## src/hw/rtl/rpfp_pkg.sv

```systemverilog
// ----------------------------------------------------------------------------
// rpfp_pkg
// Shared widths, types and codes for the four-point radon partition block.
// ----------------------------------------------------------------------------
package rpfp_pkg;

   localparam int COORD_WIDTH = 16;
   localparam int DIFF_WIDTH  = COORD_WIDTH + 1;
   localparam int PROD_WIDTH  = 2 * DIFF_WIDTH;
   localparam int CROSS_WIDTH = PROD_WIDTH + 1;

   // queue between front and back, depth must be a power of two
   localparam int QUEUE_DEPTH     = 2;
   localparam int QUEUE_PTR_WIDTH = $clog2(QUEUE_DEPTH);
   localparam int QUEUE_CNT_WIDTH = $clog2(QUEUE_DEPTH + 1);

   localparam logic [2:0] HULL_TWO   = 3'd2;
   localparam logic [2:0] HULL_THREE = 3'd3;
   localparam logic [2:0] HULL_FOUR  = 3'd4;

   typedef logic [COORD_WIDTH-1:0] coord_type;
   typedef logic [1:0]             pidx_type;

   typedef struct packed {
      coord_type [3:0] x;
      coord_type [3:0] y;
   } point_set_type;

   typedef struct packed {
      point_set_type pts;
      pidx_type      pivot;
   } front_item_type;

endpackage

```

## src/hw/rtl/rpfp_front.sv

```systemverilog
// ----------------------------------------------------------------------------
// rpfp_front
// Input register: takes a point set and picks the pivot (lowest y, then x).
// ----------------------------------------------------------------------------
module rpfp_front (
   input  logic                     clock,
   input  logic                     reset,
   input  logic                     req_valid,
   output logic                     req_ready,
   input  rpfp_pkg::point_set_type  req_item,
   output logic                     out_valid,
   input  logic                     out_ready,
   output rpfp_pkg::front_item_type out_item
);

   logic                     valid_ff;
   logic                     valid_in;
   rpfp_pkg::front_item_type item_ff;
   rpfp_pkg::pidx_type       pivot_in;
   logic                     accept;

   always_comb begin
      pivot_in = '0;
      for (int i = 1; i < 4; i++) begin
         if (($signed(req_item.y[i]) < $signed(req_item.y[pivot_in])) ||
             ((req_item.y[i] == req_item.y[pivot_in]) &&
              ($signed(req_item.x[i]) < $signed(req_item.x[pivot_in])))) begin
            pivot_in = rpfp_pkg::pidx_type'(i);
         end
      end
   end

   assign req_ready = !valid_ff || out_ready;
   assign accept    = req_valid && req_ready;
   assign valid_in  = accept || (valid_ff && !out_ready);
   assign out_valid = valid_ff;
   assign out_item  = item_ff;

   always_ff @(posedge clock) begin
      if (reset) begin
         valid_ff <= 1'b0;
      end else begin
         valid_ff <= valid_in;
      end
   end

   always_ff @(posedge clock) begin
      if (accept) begin
         item_ff.pts   <= req_item;
         item_ff.pivot <= pivot_in;
      end
   end

endmodule

```

## config.mk

```make
export PLATFORM = sky130hd
export DESIGN_NAME = rpfp_front
export DESIGN_NICKNAME = d
export VERILOG_FILES = /design/src/hw/rtl/rpfp_pkg.sv /design/src/hw/rtl/rpfp_front.sv
export SDC_FILE = /design/constraint.sdc
export NUM_CORES = 1
export LEC_CHECK = 0
export BUFFER_PORTS_ARGS = -buffer_cell sky130_fd_sc_hd__clkbuf_2
export CORE_MARGIN = 1.5
export CORE_UTILIZATION = 40
export DETAILED_ROUTE_END_ITERATION = 6
export GPL_TIMING_DRIVEN = 0
export PLACE_DENSITY = 0.78
export SLEW_MARGIN = 20
export SYNTH_ARGS = -nofsm -noshare
export SYNTH_HDL_FRONTEND = slang
export SYNTH_SLANG_ARGS = --single-unit
```

## constraint.sdc

```tcl
create_clock -name clock -period 17.85 [get_ports clock]
set_input_delay 2.6775 -clock clock [delete_from_list [all_inputs] [get_ports clock]]
set_output_delay 2.6775 -clock clock [all_outputs]
set_load 0.01 [all_outputs]
```

* Word-level counts from Yosys, hierarchy flattened *
Cells that the tools add are included.

storage, ports and cells
  output and inout port bits = 132
  logic and storage cells = 43
  register bits after elaboration = 131
  input port bits = 132

operators by class
  magnitude comparators = 8
  eq/ne operators = 3
  multiplexer cells = 10
  reduce and logical (&&, ||, !) cells = 12

operator list
  operator                                            count
  binary-select mux 16 bit (select 2 bit)             4
  < comparator 16 bit                                 6
  2-to-1 mux 16 bit                                   4
  equality test 16 bit                                3
  < comparator 2 x 3 -> 1 bit, second input constant  2
  logical AND 1 bit                                   5
  logical OR 1 bit                                    5
  zero test 1 bit                                     2
  2-to-1 mux 2 bit                                    1
  2-to-1 mux 1 bit                                    1

* Longest topological paths before layout *
  depth after elaboration = 15
  mapped depth = 29
  depth with buffers taken out = 26

* Least setup slack after synthesis *
Ideal clock, no wire load.

  kind = input -> register
  start point = input port req_item[69] (netlist bit)
  end point = register item_ff (netlist bit out_item[0]) (data pin)
  path slack = 9.631 ns
  library setup time = 0.279 ns
  stages on the path = 29
  buffers on the path = 3
  arrival time = 7.940 ns
  required time = 17.571 ns
  cell sequence = inv_1 ha_1 a211o_2 a21oi_2 o311ai_1 a2111o_1 and2_1 buf_4 buf_6 mux2i_1 ha_1 a211oi_2 o21bai_1 a211oi_2 nor3_1 or4b_1 nand3_1 a31oi_4 buf_6 mux2_4 ha_1 nor2b_1 o21a_1 o21ai_0 a21oi_1 o2111ai_1 o211a_1 nor4_1 o211ai_1

on the way
  word-level cells in the longest chain between the ends = 15
  elaborated cells on any way between the ends = 23
  classes of those cells = order compare: 5; eq/ne: 2; mux: 10; reduce/logical: 6

ends and longest elaborated chain
  element                                                             line                                                  RTL
  start, declared                                                     rpfp_front.sv:10                                      input rpfp_pkg::point_set_type req_item,
  < comparator 16 bit                                                 rpfp_front.sv:27                                      ($signed(req_item.x[i]) < $signed(req_item.x[pivot_in])))) begin
  logical AND 1 bit                                                   rpfp_front.sv:26                                      ((req_item.y[i] == req_item.y[pivot_in]) &&
  logical OR 1 bit                                                    rpfp_front.sv:25                                      if (($signed(req_item.y[i]) < $signed(req_item.y[pivot_in])) ||
  2-to-1 mux 1 bit                                                    rpfp_front.sv:25
  binary-select mux 16 bit (select 2 bit), on equally long branches   rpfp_front.sv:27, rpfp_front.sv:25, rpfp_front.sv:26
  2-to-1 mux 16 bit, on equally long branches                         rpfp_front.sv:27, rpfp_front.sv:25, rpfp_front.sv:26
  < comparator 16 bit / equality test 16 bit (equally long branches)  rpfp_front.sv:27, rpfp_front.sv:26
  logical AND 1 bit                                                   rpfp_front.sv:26
  logical OR 1 bit                                                    rpfp_front.sv:25
  2-to-1 mux 2 bit                                                    rpfp_front.sv:25
  binary-select mux 16 bit (select 2 bit), on equally long branches   rpfp_front.sv:27, rpfp_front.sv:25, rpfp_front.sv:26
  2-to-1 mux 16 bit, on equally long branches                         rpfp_front.sv:27, rpfp_front.sv:25, rpfp_front.sv:26
  < comparator 16 bit / equality test 16 bit (equally long branches)  rpfp_front.sv:27, rpfp_front.sv:26
  logical AND 1 bit                                                   rpfp_front.sv:26
  logical OR 1 bit                                                    rpfp_front.sv:25
  end, declared                                                       rpfp_front.sv:18                                      rpfp_pkg::front_item_type item_ff;

Parallel ways exist; a longest one is shown, timed or not. The select of a mux whose other input is x is not followed.
A chain may end at the register's enable or synchronous reset.

* Worst setup path after layout *
  start point = input port req_item[73] (netlist bit)
  end point = register item_ff (netlist bit out_item[0]) (data pin)

The elaborated chain is that of the path after synthesis.

==> summary.md <==
| Metric | Value |
|---|---|
| Pwr/cell area | 99.4 mW/mm2 |
| First-pass GRT wire length | ~26 mm |
| Final Hold Viols | 0 |
| Post-synthesis net count | between 700 and 800 |
| Crit path max fanout | 10 |
| Clock-pin slew on the worst setup and hold paths | 60 ps |
| Worst Hold Slack | about 550 ps |
| CP Class | in -> reg |
| Post-synthesis cell area | ~0.0072 mm2 |
| Global Route Usage Sum | 0.192 |
| Initial core utilization | 0.406 |
| Post-CTS sizing | 0 |
| R2r worst-path depth | 3 |
| Overflow after GRT | 0 |
| Final WL | around 18 mm |
| Slew Viols, Final | 0 |
| Hold depth | 2 |
| Final setup viols | 0 |
| Setup TNS | 0 ps |
| Layout cells sized above 1 | 0.419 |
| H-tree depth | 4 |
| R2R Path End | out_item[42] |
| Reg2reg start | out_valid |
| Ranking of synthesized cells by area | edfxtp_1 (54%), ha_1 (16%), mux2_4 (6.0%), mux2i_1 (4.1%), inv_1 (3.6%) |
| Asr flop ratio synth | 0 |
| Mapped Avg Cell Area | ~14 um2 |
| Number of buffers created by CTS | 17 |
| Worst setup EP type | flop |
| Fin cells | around 1100 |
| Hpwl dp | 14.8 mm |
| Rows | roughly 50 |
| RSZ-0062 raised after global routing | no |
| Min-Delay Path Class | reg -> reg |
| Clock Tree Buf Depth | 2 |
| Most used DFF post-synth | edfxtp_1 |
| Synth Warn # | 0 |
| Worst slew pin tran | ~660 ps |
| Drt first-iter violations | 179 |
| Max VDD drop | about 0.071 mV |
| Hold endpoint | out_valid |
| Post-synth EDFFs | 130 |
| Max_slew headroom | 0.550 |
| Max stage delay on crit path | between 500 and 600 ps |
| Vias in the first global route | around 5100 |
| Worst Path Required | roughly 18000 ps |
| Yosys top cell area share | 0.539 |
| Startpoint class of the critical path | primary input |
| Detail Route Antenna Nets | 0 |
| Post-CTS setup buffers | 0 |
| Seq/Total Area, Yosys | 0.542 |
| Gp weighted congestion | approximately 0.79 |
| DRC viols | 0 |
| Layout area overhead | 30.9% |
| R2r setup slk | ~16000 ps |
| Port bufs | between 200 and 300 |
| # nets final | 1035 |
| GR Layer Usage met2 | 0.328 |
| Tcrit/Tclk final | 0.526 |
| CTS Root Cell | clkbuf_16 |
| # IOs | 264 |
| Maximum capacitance violations | 0 |
| Count leader, synth | edfxtp_1 |
| Hold Path Origin | out_valid |
| Chip width | approximately 140 um |
| DP Cell Count | roughly 1000 |
| Core Area | roughly 0.018 mm2 |
| Die area | 0.0189 mm2 |
| Drt first pass iters | 4 |
| Clk_lat worst skew | 420 ps |
| Global route hottest layer | met2 |
| Initial antenna violation count | 0 |
| Synth top cells by count | edfxtp_1 (130), ha_1 (93), inv_1 (70) |
| Largest net degree at the start of global routing | between 60 and 70 |
| CTS tree | yes |
| Leading area contributor after synthesis | edfxtp_1 |
| Setup Skew | 8.50 ps |
| CTS Sinks | about 130 |
| Via count | ~5200 |
| Slowest stage cell, crit path | nor3_1 |
| Worst EP arrival | 9520 ps |
| Drt wl/cell | about 17 um |
| P_leak | between 4 and 5 nW |
| Die height | between 100 and 150 um |
| FMAX | 107 MHz |
| Most used cell, CP | ha_1 |
| Number of vias per cell | around 5 |
| M3 GR Usage | 0.0622 |
| Synthesized flop and latch total | about 130 |
| Synth cell types | 55 |
| Status | completed |
| Hold_buf cts | 0 |
| Synthesized instance count | 526 |
| Tmin final | between 9000 and 10000 ps |
| Met1 GRT Util | 0.218 |
## worst max path at each step
stage / end / slack (ps) / cells after the start / startpoint
2_1_floorplan: out_item[0] / 9630 / 29 / req_item[69]
3_3_place_gp: out_item[1] / 7990 / 29 / req_item[73]
3_5_place_dp: out_item[1] / 8020 / 29 / req_item[5]
4_1_cts: out_item[1] / 8440 / 29 / req_item[73]
5_1_grt: out_item[1] / 8190 / 29 / req_item[73]
6_report: out_item[0] / 8470 / 29 / req_item[73]
## power breakdown
group          internal, mW  switching [mW]  total, mW
combinational         0.114           0.124      0.237
sequential            0.361         0.00442      0.366
clock                 0.213           0.127      0.339
total                 0.688           0.255      0.943
## cell usage in the layout, fill, tap and decap left out, types with 12 or more instances in the layout
cell type and n:
a21oi_1 22, clkbuf_16 17, clkbuf_2 263, edfxtp_1 130, ha_1 93, inv_1 70
mux2_4 29, mux2i_1 30, nand2_1 13, nand4_1 15, nor2_1 12
## layout make-up
type | instances | area (um2)
timing repair buffer | 265 | 1370
buffer | 7 | 75.1
clock buffer | 24 | 472
sequential | 131 | 3920
tap | 229 | 287
antenna | 1 | 2.50
inverter | 70 | 263
fill | 1531 | 8360
multi-input combinational | 318 | 2980
clock inverter | 8 | 104
## worst max-delay path: cells and delay by family
kind                     cells  cell delay [ps]
adder cells (fa/ha/maj)      3              910
AND/OR/NAND/NOR              7             1950
buffers and inverters        5              720
multiplexers                 2              470
AO/OA/AOI/OAI               12             2760
## logic make-up (layout without fill, tap and decap cells)
group,after synthesis,count (layout),synth area share
multiplexers,62,62,0.106
AND/OR/NAND/NOR,80,80,0.0610
other,0,1,0
flip-flops,131,131,0.542
buffers and inverters,77,374,0.0466
adder cells (fa/ha/maj),93,93,0.161
AO/OA/AOI/OAI,83,83,0.0836
## registers in the layout, indices dropped and copies added, names as in the netlist
name       cells
out_valid      1
out_item     130
## per-layer routing
metal  up-vias  routed length (um)
met5         -                   0
met4         0                 549
met3        28                1310
met2       207                8840
met1      2385                7340
li1       2589                   -
## through the flow
step	total power [mW]	setup slack, ps	instance area [um2]	util
final	0.943	8470	9480	0.531
after global routing	0.988	8190	9480	0.531
after CTS	0.953	8440	9480	0.531
after detailed placement	0.612	8020	8900	0.499
after global placement	0.607	7990	8840	0.496
after floorplan	0.533	9630	7240	-
Note: power is estimated with default switching activity, not from simulation.
