## src/hw/rtl/rpfp_pkg.sv

```systemverilog
// ----------------------------------------------------------------------------
// rpfp_pkg
// Shared widths, types and codes for the four-point radon partition block.
// ----------------------------------------------------------------------------
package rpfp_pkg;

   localparam int COORD_WIDTH = 16;
   localparam int DIFF_WIDTH  = COORD_WIDTH + 1;
   localparam int PROD_WIDTH  = 2 * DIFF_WIDTH;
   localparam int CROSS_WIDTH = PROD_WIDTH + 1;

   // queue between front and back, depth must be a power of two
   localparam int QUEUE_DEPTH     = 2;
   localparam int QUEUE_PTR_WIDTH = $clog2(QUEUE_DEPTH);
   localparam int QUEUE_CNT_WIDTH = $clog2(QUEUE_DEPTH + 1);

   localparam logic [2:0] HULL_TWO   = 3'd2;
   localparam logic [2:0] HULL_THREE = 3'd3;
   localparam logic [2:0] HULL_FOUR  = 3'd4;

   typedef logic [COORD_WIDTH-1:0] coord_type;
   typedef logic [1:0]             pidx_type;

   typedef struct packed {
      coord_type [3:0] x;
      coord_type [3:0] y;
   } point_set_type;

   typedef struct packed {
      point_set_type pts;
      pidx_type      pivot;
   } front_item_type;

endpackage

```

## src/hw/rtl/rpfp_queue.sv

```systemverilog
// ----------------------------------------------------------------------------
// rpfp_queue
// Small fifo between the front register and the geometry pipeline.
// ----------------------------------------------------------------------------
module rpfp_queue (
   input  logic                     clock,
   input  logic                     reset,
   input  logic                     push_valid,
   output logic                     push_ready,
   input  rpfp_pkg::front_item_type push_item,
   output logic                     pop_valid,
   input  logic                     pop_ready,
   output rpfp_pkg::front_item_type pop_item
);

   localparam logic [rpfp_pkg::QUEUE_CNT_WIDTH-1:0] QueueFull =
      rpfp_pkg::QUEUE_CNT_WIDTH'(rpfp_pkg::QUEUE_DEPTH);

   rpfp_pkg::front_item_type                   entry_ff [rpfp_pkg::QUEUE_DEPTH];
   logic [rpfp_pkg::QUEUE_PTR_WIDTH-1:0]       wr_ptr_ff;
   logic [rpfp_pkg::QUEUE_PTR_WIDTH-1:0]       rd_ptr_ff;
   logic [rpfp_pkg::QUEUE_CNT_WIDTH-1:0]       count_ff;
   logic [rpfp_pkg::QUEUE_CNT_WIDTH-1:0]       count_in;
   logic                                       push;
   logic                                       pop;

   assign push_ready = (count_ff != QueueFull);
   assign pop_valid  = (count_ff != '0);
   assign push       = push_valid && push_ready;
   assign pop        = pop_valid && pop_ready;
   assign pop_item   = entry_ff[rd_ptr_ff];

   always_comb begin
      count_in = count_ff;
      if (push && !pop) begin
         count_in = count_ff + rpfp_pkg::QUEUE_CNT_WIDTH'(1);
      end else if (pop && !push) begin
         count_in = count_ff - rpfp_pkg::QUEUE_CNT_WIDTH'(1);
      end
   end

   always_ff @(posedge clock) begin
      if (reset) begin
         wr_ptr_ff <= '0;
         rd_ptr_ff <= '0;
         count_ff  <= '0;
      end else begin
         count_ff <= count_in;
         if (push) begin
            wr_ptr_ff <= wr_ptr_ff + rpfp_pkg::QUEUE_PTR_WIDTH'(1);
         end
         if (pop) begin
            rd_ptr_ff <= rd_ptr_ff + rpfp_pkg::QUEUE_PTR_WIDTH'(1);
         end
      end
   end

   always_ff @(posedge clock) begin
      if (push) begin
         entry_ff[wr_ptr_ff] <= push_item;
      end
   end

endmodule

```

## config.mk

```make
export PLATFORM = sky130hd
export DESIGN_NAME = rpfp_queue
export DESIGN_NICKNAME = d
export VERILOG_FILES = /design/src/hw/rtl/rpfp_pkg.sv /design/src/hw/rtl/rpfp_queue.sv
export SDC_FILE = /design/constraint.sdc
export NUM_CORES = 1
export LEC_CHECK = 0
export BUFFER_PORTS_ARGS = -buffer_cell sky130_fd_sc_hd__buf_2
export CORE_ASPECT_RATIO = 1.2
export CORE_MARGIN = 2
export CORE_UTILIZATION = 52
export DETAILED_ROUTE_END_ITERATION = 10
export PLACE_DENSITY = 0.79
export SLEW_MARGIN = 5
export SYNTH_ARGS = -nofsm -noshare
export SYNTH_HDL_FRONTEND = slang
export SYNTH_SLANG_ARGS = --single-unit
```

## constraint.sdc

```tcl
create_clock -name clock -period 4.6 [get_ports clock]
set_input_delay 0.46 -clock clock [delete_from_list [all_inputs] [get_ports clock]]
set_output_delay 0.46 -clock clock [all_outputs]
set_load 0.03 [all_outputs]
```

## Word-level counts from Yosys, hierarchy flattened

Memories as Yosys holds them, arrays and structs flattened. A register that Yosys moved wholly into a read port is not among the register bits.
Cells that the tools add are included.

| operators by class | value |
|---|---|
| add/subtract/negate cells | 4 |
| multiply operators | 0 |
| div/mod/pow operators | 0 |
| magnitude comparators | 0 |
| equal/unequal tests | 1 |
| shift operators | 0 |
| mux-type cells | 6 |
| bitwise operators | 0 |
| reduce and logical (&&, ||, !) cells | 8 |

Operators with widths:

| operator | number |
|---|---|
| $logic_and A1 B1 Y1 | 4 |
| $mux W1 | 4 |
| $mux W2 | 2 |
| $reduce_bool A2 Y1 | 2 |
| $add A1 B1 Y1 const B | 2 |
| $add A2 B1 Y2 const B | 1 |
| $logic_not A1 Y1 | 2 |
| $ne A2 B2 Y1 const B | 1 |
| $sub A2 B1 Y2 const B | 1 |

| storage, ports and cells | value |
|---|---|
| register bits | 4 |
| bits in latches | 0 |
| bits in writable memories | 260 |
| memory bits (read-only) | 0 |
| input port bits | 134 |
| output and inout bits | 132 |
| logic and storage cells | 23 |
| memories kept | 1 |

Memory list:

| name | depth | width | rd ports | clocked after Yosys merged registers in | write ports | RTL line | text |
|---|---|---|---|---|---|---|---|
| entry_ff | 2 | 130 | 1 | 1 | 1 | rpfp_queue.sv:19 | `rpfp_pkg::front_item_type entry_ff [rpfp_pkg::QUEUE_DEPTH];` |

## Depth between registers and ports, before layout

Gate-level depths: netlist of the first run.

| logic depth | value |
|---|---|
| word-level depth | 6 |
| gate-level depth with buffers | 6 |
| mapped depth without buffers | 6 |

## Least setup slack after synthesis of the first run

No wires, ideal clock.

| timing | value |
|---|---|
| kind | reg-to-reg |
| from | register count_ff[0] (netlist bit) |
| to | memory entry_ff[1][0] (netlist bit) (enable) |
| library setup time | 0.506 ns |
| arrival | 3.855 ns |
| data required time | 4.094 ns |
| path slack | 0.239 ns |
| cell stages (with the launch flop) | 3 |
| path buffers | 0 |
| clock period less this slack | 4.361 ns |
| cells stage by stage | dfxtp_1 nand2b_1 and3_1 |

| between the ends | value |
|---|---|
| longest elaborated chain between the ends | 4 |

Ends and longest elaborated chain:

| element | RTL line | text |
|---|---|---|
| from (decl) | rpfp_queue.sv:22 | `logic [rpfp_pkg::QUEUE_CNT_WIDTH-1:0] count_ff;` |
| from (signal assigned) | rpfp_queue.sv:48 | `count_ff <= count_in;` |
| $ne A2 B2 Y1 | rpfp_queue.sv:27 | `assign push_ready = (count_ff != QueueFull);` |
| via push_ready | rpfp_queue.sv:9 | `output logic push_ready,` |
| $logic_and A1 B1 Y1 | rpfp_queue.sv:29 | `assign push = push_valid && push_ready;` |
| $mux W1 | rpfp_queue.sv:59 | `if (push) begin` |
| $mux W1 (implied by the code) | rpfp_queue.sv:60 | `entry_ff[wr_ptr_ff] <= push_item;` |
| to (decl) | rpfp_queue.sv:19 |  |

The timed path passes the listed nets, and every way through them passes these cells.

==> flow_summary.ini, run 1 <==
[worst_setup_path]
required_ps = 4140
r2r_setup_slack_ps = 2070
r2r_end = entry_ff[1][82]
timing.rr.start = count_ff[0]
path_buf_inv = 2
crit_type = reg -> out
slowest_delay_ps = 1040
r2r_cells = 3
path_cells = buf_12 -> mux2_2 -> buf_2
crit_path_end_kind = output pin
critPathLaunchType = register
worstPathMaxFanout = 79
critPathSlowestCell = dfxtp_4
crit_arrival_ps = 2560
path_delay_family = flip-flops

[logic_synthesis]
synthTopCellsByArea = edfxtp_1 (81%), mux2_2 (15%), buf_6 (1.2%)
mappedNetlistArea_um2 = 9629
synth-edff-count = 260
yosysUniqueCellTypes = 19
synth.avg_cell_area_um2 = 22.50
ys_seq_elements = 265
yosysTopAreaCellShare = 0.8108
synth.largest_area_cell = edfxtp_1
ys.flop_type = edfxtp_1
async_reset_ff_frac = 0
synth_cells = 428
yosysSeqAreaShare = 0.8212
syn-num-nets = 563
synth.top_cells.by_count = edfxtp_1 (260), mux2_2 (130), buf_6 (10), dfxtp_1 (5)
yosysMostFrequentCell = edfxtp_1
ys_warn_count = 0

[place]
dp_cells = 907
gp_congestion = 0.7494
place_hpwl_mm = 11.82
post-place-ws_ps = 2068
portBuffers = 265

[min_path]
hold_class = in -> reg
hold_start = push_item[62]
whs_endpoint = entry_ff[1][62]
holdPathStages = 1

[route]
first_pass_iters = 4
dr_total_vias = 4928
ant_nets = 0
drt_iter0_drc = 323
drc = 0
detail_route.wl_per_cell_um = 18.86
routed_via_density = 5.171
detail_route.wirelength_mm = 17.97

[floorplanning]
start_util = 0.5298
core_um2 = 18170
dieArea_um2 = 19630
fp.dieH_um = 153.1
dieWidth_um = 128.2
io_pins = 266
rows = 54

[cts]
holdBufCountCts = 0
numCtsBuffers = 25
clkTransAtPathRegs_ps = 60
cts_max_level = 1
cts_tree = done
cts.sinks = 265
insertion_delay_ps = 510
cts_resized = 0
cts_setup_buffers = 0
cts_root_buf = clkbuf_16
cts_buffer_depth = 3

[run_status]
run_status = finished, final reports clean

[pwr]
switchingPower_mw = 2.259
seq_power_share = 0.445
p_int_mw = 4.894
powerDensity_nw_per_um2 = 598.0
power_leakage_nw = 4.455
p_clk_frac = 0.276
power.share.combinational = 0.279
ir_drop_uv = 520.7
p_sw_frac = 0.3158

[sta]
setup_viol = 0
final.min_clock_period_ps = 3020
max_freq_mhz = 331.1
finalSetupTns_ps = 0
finalWorstSetupSlack_ps = 1580
worst_pin_slew_ps = 1153
rsz0062_at_grt = no
finalHoldViolCount = 0
post-route-period-util = 0.6566
skew_ps = 14.45
slew_viol_final = 0
max_slew_margin = 0.2316

[layout]
final_cell_count_no_fill = 953
fin_nets = 845
drive_gt1_frac = 0.6025
area_delta_synth_final_pct = 24.22

[global_routing]
grt_pass1_vias = 5386
overflow = 0
grt_first_pass_wirelength_mm = 26.88
grt.total_usage = 0.1757
antenna_found_initial = 3
grt_max_degree = 83

[job]
maxCapViolCount = 0
power groups by stage:
stage / registers, mW / clock network [mW] / logic [mW]
final: 3.19 / 1.97 / 2.00
after global routing: 3.22 / 2.11 / 2.10
after CTS: 3.19 / 2.02 / 2.02
after detailed placement: 3.24 / 0 / 2.01
after global placement: 3.22 / 0 / 1.98
after floorplan: 3.15 / 0 / 1.58
placed cells by master (no fill, tap or decap), drive strengths merged:
cell type  Yosys  final
or2            1      1
nand2b         1      1
a21oi          2      2
mux2         130    130
edfxtp       260    260
nand3b         1      1
and2           1      1
or3            1      1
and3           1      1
nor2           3      3
inv            1      2
clkinvlp       0      1
dfxtp          5      5
clkbuf         0     31
ha             1      1
a21bo          1      1
o21ai          2      2
bufinv         0      3
xor2           3      3
clkinv         0      8
diode          0      2
buf           14    269
registers in the layout, summed over array words and instances, names as in the netlist, named ones only:
signal,count
wr_ptr_ff,1
entry_ff,260
count_ff,2
rd_ptr_ff,1
routing by layer:
metal	up-vias	track usage	share of wire
met2	195	0.3219	0.53
met4	2	0.06227	0.029
met1	2409	0.1944	0.36
met5	-	0	0.00072
met3	43	0.04690	0.078
li1	2279	-	-
worst max-delay path by stage:
stage / startpoint / endpoint / cells past startpoint
2_1_floorplan: count_ff[0] / entry_ff[1][0] / 2
3_3_place_gp: register / pop_item[41] / 3
3_5_place_dp: count_ff[0] / entry_ff[1][45] / 3
4_1_cts: register / pop_item[120] / 3
5_1_grt: register / pop_item[120] / 3
6_report: register / pop_item[120] / 3
logic make-up (layout without fill, tap and decap cells):
kind of cell	count (synthesis)	after routing	synth area share
AO/OA/AOI/OAI	5	5	0.003119
XOR/XNOR	3	3	0.002729
adder cells (fa/ha/maj)	1	1	0.001299
buffers and inverters	15	314	0.01442
flip-flops	265	265	0.8212
multiplexers	130	130	0.1520
other	0	2	0
AND/OR/NAND/NOR	9	9	0.005200
final cells by class:
| type | count | area [µm²] |
|---|---|---|
| Inverter | 1 | 6.256 |
| Sequential cell | 265 | 7911 |
| Clock buffer | 31 | 648.1 |
| Clock inverter | 13 | 141.4 |
| Multi-Input combinational cell | 148 | 1588 |
| Timing Repair Buffer | 269 | 1381 |
| Fill cell | 1205 | 6213 |
| Tap cell | 224 | 280.3 |
| Antenna cell | 2 | 5.005 |
through the flow:
step | hold slack, ps | cell area (µm²) | power [mW] | utilization
finish | 138.8 | 11960 | 7.153 | 0.6581
global route | 121.4 | 11960 | 7.426 | 0.6581
CTS | 118.0 | 11960 | 7.233 | 0.6579
detailed placement | 515.4 | 11170 | 5.250 | 0.6144
global placement | 487.1 | 11170 | 5.193 | 0.6144
floorplan | 470.5 | 9629 | 4.736 | -
worst register-to-register path, stage by stage, from the launching register on:
cell      delay (ps)
dfxtp_1          410
nand2b_1         230
and3_4           940
buf_4            600
No activity file was read; power rests on OpenSTA's default activity.
==> run 2: changes to the inputs <==
==> constraint.sdc (replaced) <==
create_clock -name clock -period 3 [get_ports clock]
set_input_delay 0.3 -clock clock [delete_from_list [all_inputs] [get_ports clock]]
set_output_delay 0.3 -clock clock [all_outputs]
set_load 0.03 [all_outputs]
==> run 2 against run 1 <==
Final cell count up 14%. Hold slack better by 49 ps. Sequential cell count unchanged. Critical path depth unchanged. Critical path type unchanged. Critical endpoint is now pop_item[52].
==> flow_summary.ini, run 2 (synthesis gave the netlist of run 1 again) <==
[cts]
insertion_delay_ps = 510
cts_root_buf = clkbuf_16
cts_tree = done
cts_buffer_depth = 3
cts.sinks = 265
cts_max_level = 1
numCtsBuffers = 25
clkTransAtPathRegs_ps = 60

[worst_setup_path]
required_ps = 2700
r2r_setup_slack_ps = 1250
slowest_delay_ps = 510
crit_arrival_ps = 2100
r2r_end = entry_ff[1][57]
critPathLaunchType = register
path_cells = buf_12 -> mux2_2 -> buf_2
crit_type = reg -> out
critPathSlowestCell = buf_12
timing.rr.start = count_ff[0]
path_buf_inv = 2
crit_path_end_kind = output pin
path_delay_family = buffers and inverters
worstPathMaxFanout = 130
r2r_cells = 3

[sta]
max_freq_mhz = 416.9
max_slew_margin = 0.5004
slew_viol_final = 0
final.min_clock_period_ps = 2399
finalWorstSetupSlack_ps = 601.1
worst_pin_slew_ps = 749.4
finalHoldViolCount = 0
setup_viol = 0
post-route-period-util = 0.7996
skew_ps = 11.40
rsz0062_at_grt = no

[job]
maxCapViolCount = 0

[floorplanning]
rows = 54
dieWidth_um = 128.2
core_um2 = 18170
start_util = 0.5298
fp.dieH_um = 153.1
dieArea_um2 = 19630
io_pins = 266

[layout]
stdcell_area_um2 = 13270
final_cell_mix = buf_2 (265), edfxtp_1 (260), dlygate4sd3_1 (131)
drive_gt1_frac = 0.5128
largest_registers = entry_ff (260), count_ff (2)
area_delta_synth_final_pct = 37.84
diodes = 0
largest_reg_flops = 260
fill_cells = 1033
finish.utilization = 0.7303
final_cell_count_no_fill = 1082
regMostFlops = entry_ff
fin_nets = 976
final_common_cell = buf_2

[place]
post-place-ws_ps = 1163
place_hpwl_mm = 11.09
portBuffers = 265
dp_cells = 907
dpl_cell_area_um2 = 11200
gp_congestion = 0.7425

[route]
detail_route.wirelength_mm = 20.78
dr_total_vias = 5507
ant_nets = 0
first_pass_iters = 4
detail_route.wl_per_cell_um = 19.20
routed_via_density = 5.090
drc = 0
drt_iter0_drc = 366

[pwr]
powerDensity_nw_per_um2 = 837.5
ir_drop_uv = 593.8
power_leakage_nw = 4.999

[min_path]
hold_start = push_valid
holdPathStages = 3
hold_class = in -> reg
whs_endpoint = wr_ptr_ff

[global_routing]
grt.total_usage = 0.2066
overflow = 0
grt_first_pass_wirelength_mm = 31.29
grt_max_degree = 131
grt_pass1_vias = 6071
antenna_found_initial = 0

[run_status]
run_status = finished, final reports clean
[run 2: changes by cell type in the layout (fill, tap and decap cells not counted), moves of 3 or more]
cell           previous run  this run
clkinv_1                  4         1
clkbuf_8                  0         3
dlygate4sd3_1             0       131
clkbuf_1                  6         9
[run 2: worst max-delay path by stage]
stage,from,cells past startpoint,to
after global placement,register,3,pop_item[31]
final,register,3,pop_item[52]
after global routing,register,3,pop_item[52]
after CTS,register,3,pop_item[31]
after floorplan,count_ff[0],3,entry_ff[0][0]
after detailed placement,register,3,pop_item[31]
[run 2: stage by stage]
stage / TNS, ps / hold slack (ps) / total power [mW]
final: 0 / 187.8 / 11.12
after global routing: 0 / 180.7 / 11.52
after CTS: 0 / 142.4 / 11.14
after detailed placement: 0 / 491.0 / 8.059
after global placement: 0 / 487.4 / 7.984
after floorplan: -538.5 / 365.0 / 7.246
[run 2: area by class of cell]
type                            count  area (µm²)  share of cell area
Sequential cell                   265        7913              0.5962
Timing Repair Buffer              400        2718              0.2048
Multi-Input combinational cell    148        1595              0.1202
Clock buffer                       37       700.7             0.05279
Tap cell                          224       280.3             0.02112
Clock inverter                      7       58.81            0.004431
Inverter                            1       7.507           0.0005656
[run 2: where the power goes]
group	switching (mW)	internal, mW
combinational	2.19	1.22
clock	1.26	1.69
sequential	0.129	4.63
total	3.57	7.54
[run 2: metal layers]
| layer | global-route usage | part of all wire | vias up | routed length (µm) |
|---|---|---|---|---|
| met1 | 0.2288 | 0.36 | 2693 | 7504 |
| met4 | 0.07535 | 0.026 | 0 | 548 |
| met5 | 0 | 0 | - | 0 |
| li1 | - | - | 2519 | - |
| met3 | 0.05005 | 0.071 | 52 | 1475 |
| met2 | 0.3812 | 0.54 | 243 | 11250 |
[run 2: repair_timing]
action,CTS,global route
resized for setup,0,0
hold buffers,131,0
setup buffers,0,0
hold endpoints to repair,264,0
[run 2: worst register-to-register path, stage by stage, from the launching register on]
cell and delay, ps:
dfxtp_2 380, nand2b_4 180, and3_4 200, buf_12 540
==> run 3: changes to the inputs <==
--- a/config.mk
+++ b/config.mk
@@ -5,6 +5,7 @@
 export SDC_FILE = /design/constraint.sdc
 export NUM_CORES = 1
 export LEC_CHECK = 0
+export ABC_AREA = 1
 export BUFFER_PORTS_ARGS = -buffer_cell sky130_fd_sc_hd__buf_2
 export CORE_ASPECT_RATIO = 1.2
 export CORE_MARGIN = 2
==> constraint.sdc (replaced) <==
create_clock -name clock -period 2.4 [get_ports clock]
set_input_delay 0.24 -clock clock [delete_from_list [all_inputs] [get_ports clock]]
set_output_delay 0.24 -clock clock [all_outputs]
set_load 0.03 [all_outputs]
==> run 3 against run 2 <==
Synthesized area grew 0.17%. Final cell count grew 1.6%. Largest cell class unchanged. Count of clock-buffer cells in the layout shrank 4. Sequential share of layout area shrank 0.35 points. Register-to-register slack lost 550 ps.
==> flow_summary.ini, run 3 <==
[logic_synthesis]
async_reset_ff_frac = 0
mappedNetlistArea_um2 = 9646
synth.largest_area_cell = edfxtp_1
yosysUniqueCellTypes = 14
synth_compound_area_frac = 0.002075
yosysTopAreaCellShare = 0.8094
synth-edff-count = 260
synthMuxAreaShare = 0.1518
synth_top_family_by_area = multiplexers
synth_cells = 441
yosysMostFrequentCell = edfxtp_1
synthSimpleGateAreaFrac = 0.007913
ys.flop_type = edfxtp_1
yosysSeqAreaShare = 0.8198
synth.avg_cell_area_um2 = 21.87
synth.top_cells.by_count = edfxtp_1 (260), mux2_2 (130), buf_6 (10), nand2_1 (9), inv_1 (8)
syn-num-nets = 576
synth-adder-area-share = 0.001297
synth_xor_xnor_area_share = 0
ys_seq_elements = 265
ys_warn_count = 0
synthTopCellsByArea = edfxtp_1 (81%), mux2_2 (15%), buf_6 (1.2%)

[route]
routed_via_density = 5.147
dr_total_vias = 5657
detail_route.wl_per_cell_um = 19.25
detail_route.wirelength_mm = 21.16
first_pass_iters = 4
drt_iter0_drc = 281
drc = 0
ant_nets = 0

[cts]
cts_tree = done
cts.sinks = 265
cts_setup_buffers = 0
numCtsBuffers = 26
cts_root_buf = clkbuf_16
cts_buffer_depth = 3
insertion_delay_ps = 510
cts_max_level = 1
clkTransAtPathRegs_ps = 60

[worst_setup_path]
path_delay_family = buffers and inverters
worstPathMaxFanout = 76
path_cells = buf_12 -> mux2_2 -> buf_2
slowest_delay_ps = 410
critPathSlowestCell = mux2_2
crit_path_end_kind = output pin
critPathLaunchType = register
crit_arrival_ps = 1870
required_ps = 2160
crit_type = reg -> out
path_buf_inv = 2

[global_routing]
grt_first_pass_wirelength_mm = 32.49
overflow = 0
busiest_layer = met2
grt_pass1_vias = 6237
antenna_found_initial = 1
met3_usage = 0.03990
met2_usage = 0.4017
grtUsageMet1 = 0.2389
grt.total_usage = 0.2132
grt_max_degree = 79

[sta]
max_freq_mhz = 473.3
setup_viol = 0
max_slew_margin = 0.5328
skew_ps = 11.12
slew_viol_final = 0
rsz0062_at_grt = no
post-route-period-util = 0.8803
worst_pin_slew_ps = 700.8
final.min_clock_period_ps = 2113
finalHoldViolCount = 0
finalWorstSetupSlack_ps = 287.4

[place]
portBuffers = 265
gp_congestion = 0.7497
dpl_cell_area_um2 = 11260
place_hpwl_mm = 11.59
post-place-ws_ps = 743.4

[floorplanning]
io_pins = 266
core_um2 = 18170
rows = 54
fp.dieH_um = 153.2
dieArea_um2 = 19660
start_util = 0.5307
dieWidth_um = 128.3

[layout]
finish.utilization = 0.7345
regMostFlops = entry_ff
final_common_cell = buf_2
largest_reg_flops = 260
fin_nets = 991
final_cell_mix = buf_2 (265), edfxtp_1 (260), mux2_2 (130), dlygate4sd3_1 (130), clkbuf_16 (27)
drive_gt1_frac = 0.5057
stdcell_area_um2 = 13350
area_delta_synth_final_pct = 38.41
largest_registers = entry_ff (260), count_ff (2)

[pwr]
power_leakage_nw = 5.056
ir_drop_uv = 1085
powerDensity_nw_per_um2 = 1032

[run_status]
run_status = finished, final reports clean

[min_path]
hold_class = in -> reg

[job]
maxCapViolCount = 0
## run 3: cell types whose count changed in the layout (fill, tap and decap cells not counted), sizes merged, moves of 2 or more
cell and change:
nand2 +9, clkbuf -4, buf +2, inv +8, nand3 +2, nor2 +4, clkinv +5, xor2 -3
## run 3: tightest hold or removal path, cell delays in order
cell and delay (ps):
buf_2 90, inv_1 70, nand2_1 80, nor2_1 30
## run 3: routing by layer
| metal | routed length [µm] | vias to the layer above |
|---|---|---|
| li1 | - | 2565 |
| met1 | 7517 | 2785 |
| met2 | 11640 | 253 |
| met3 | 1346 | 54 |
| met4 | 657 | 0 |
| met5 | 0 | - |
## run 3: cells by family (layout without fill, tap and decap cells)
kind of cell	Yosys count	count (layout)
mux	130	130
compound gates	4	4
buf+inv	22	455
flops	265	265
fa+ha+maj	1	1
other cells	0	1
simple gates	19	19
## run 3: report_power, final
part	internal (mW)	switching, mW	leakage [nW]	total [mW]
Combinational	1.40	2.61	2.21	4.01
Sequential	5.85	0.166	2.47	6.02
Clock	2.16	1.60	0.383	3.75
## run 3: cell type report
type | count | area (µm²)
antenna | 1 | 2.502
clock buffer | 33 | 698.2
clock inverter | 13 | 88.84
fill | 1015 | 4825
inverter | 8 | 30.03
multi-input combinational | 154 | 1603
sequential | 265 | 7913
tap | 224 | 280.3
timing repair buffer | 401 | 2735
## run 3: stage by stage
stage / total power, mW / TNS (ps) / std cells / hold slack [ps]
floorplan: 8.872 / -136210 / 441 / 338.9
global placement: 9.784 / 0 / 922 / 427.4
detailed placement: 9.896 / 0 / 922 / 431.0
CTS: 13.79 / 0 / 1098 / 8.124
global route: 14.29 / 0 / 1098 / 49.80
finish: 13.78 / 0 / 1099 / 39.55
## run 3: timing repair
action                                 in CTS  in global routing
gates resized for setup                     0                  0
hold buffers                              130                  0
endpoints found under the hold margin     260                  0
## run 3: worst paths after layout
| check | slack (ps) | end | cells after the start | from |
|---|---|---|---|---|
| worst min register to register | 510 | register | 2 | rd_ptr_ff |
| worst min-delay path | 40 | count_ff[1] | 4 | reset |
| worst max-delay path | 290 | pop_item[39] | 3 | register |
| worst max register to register | 700 | entry_ff[0][27] | 5 | count_ff[0] |
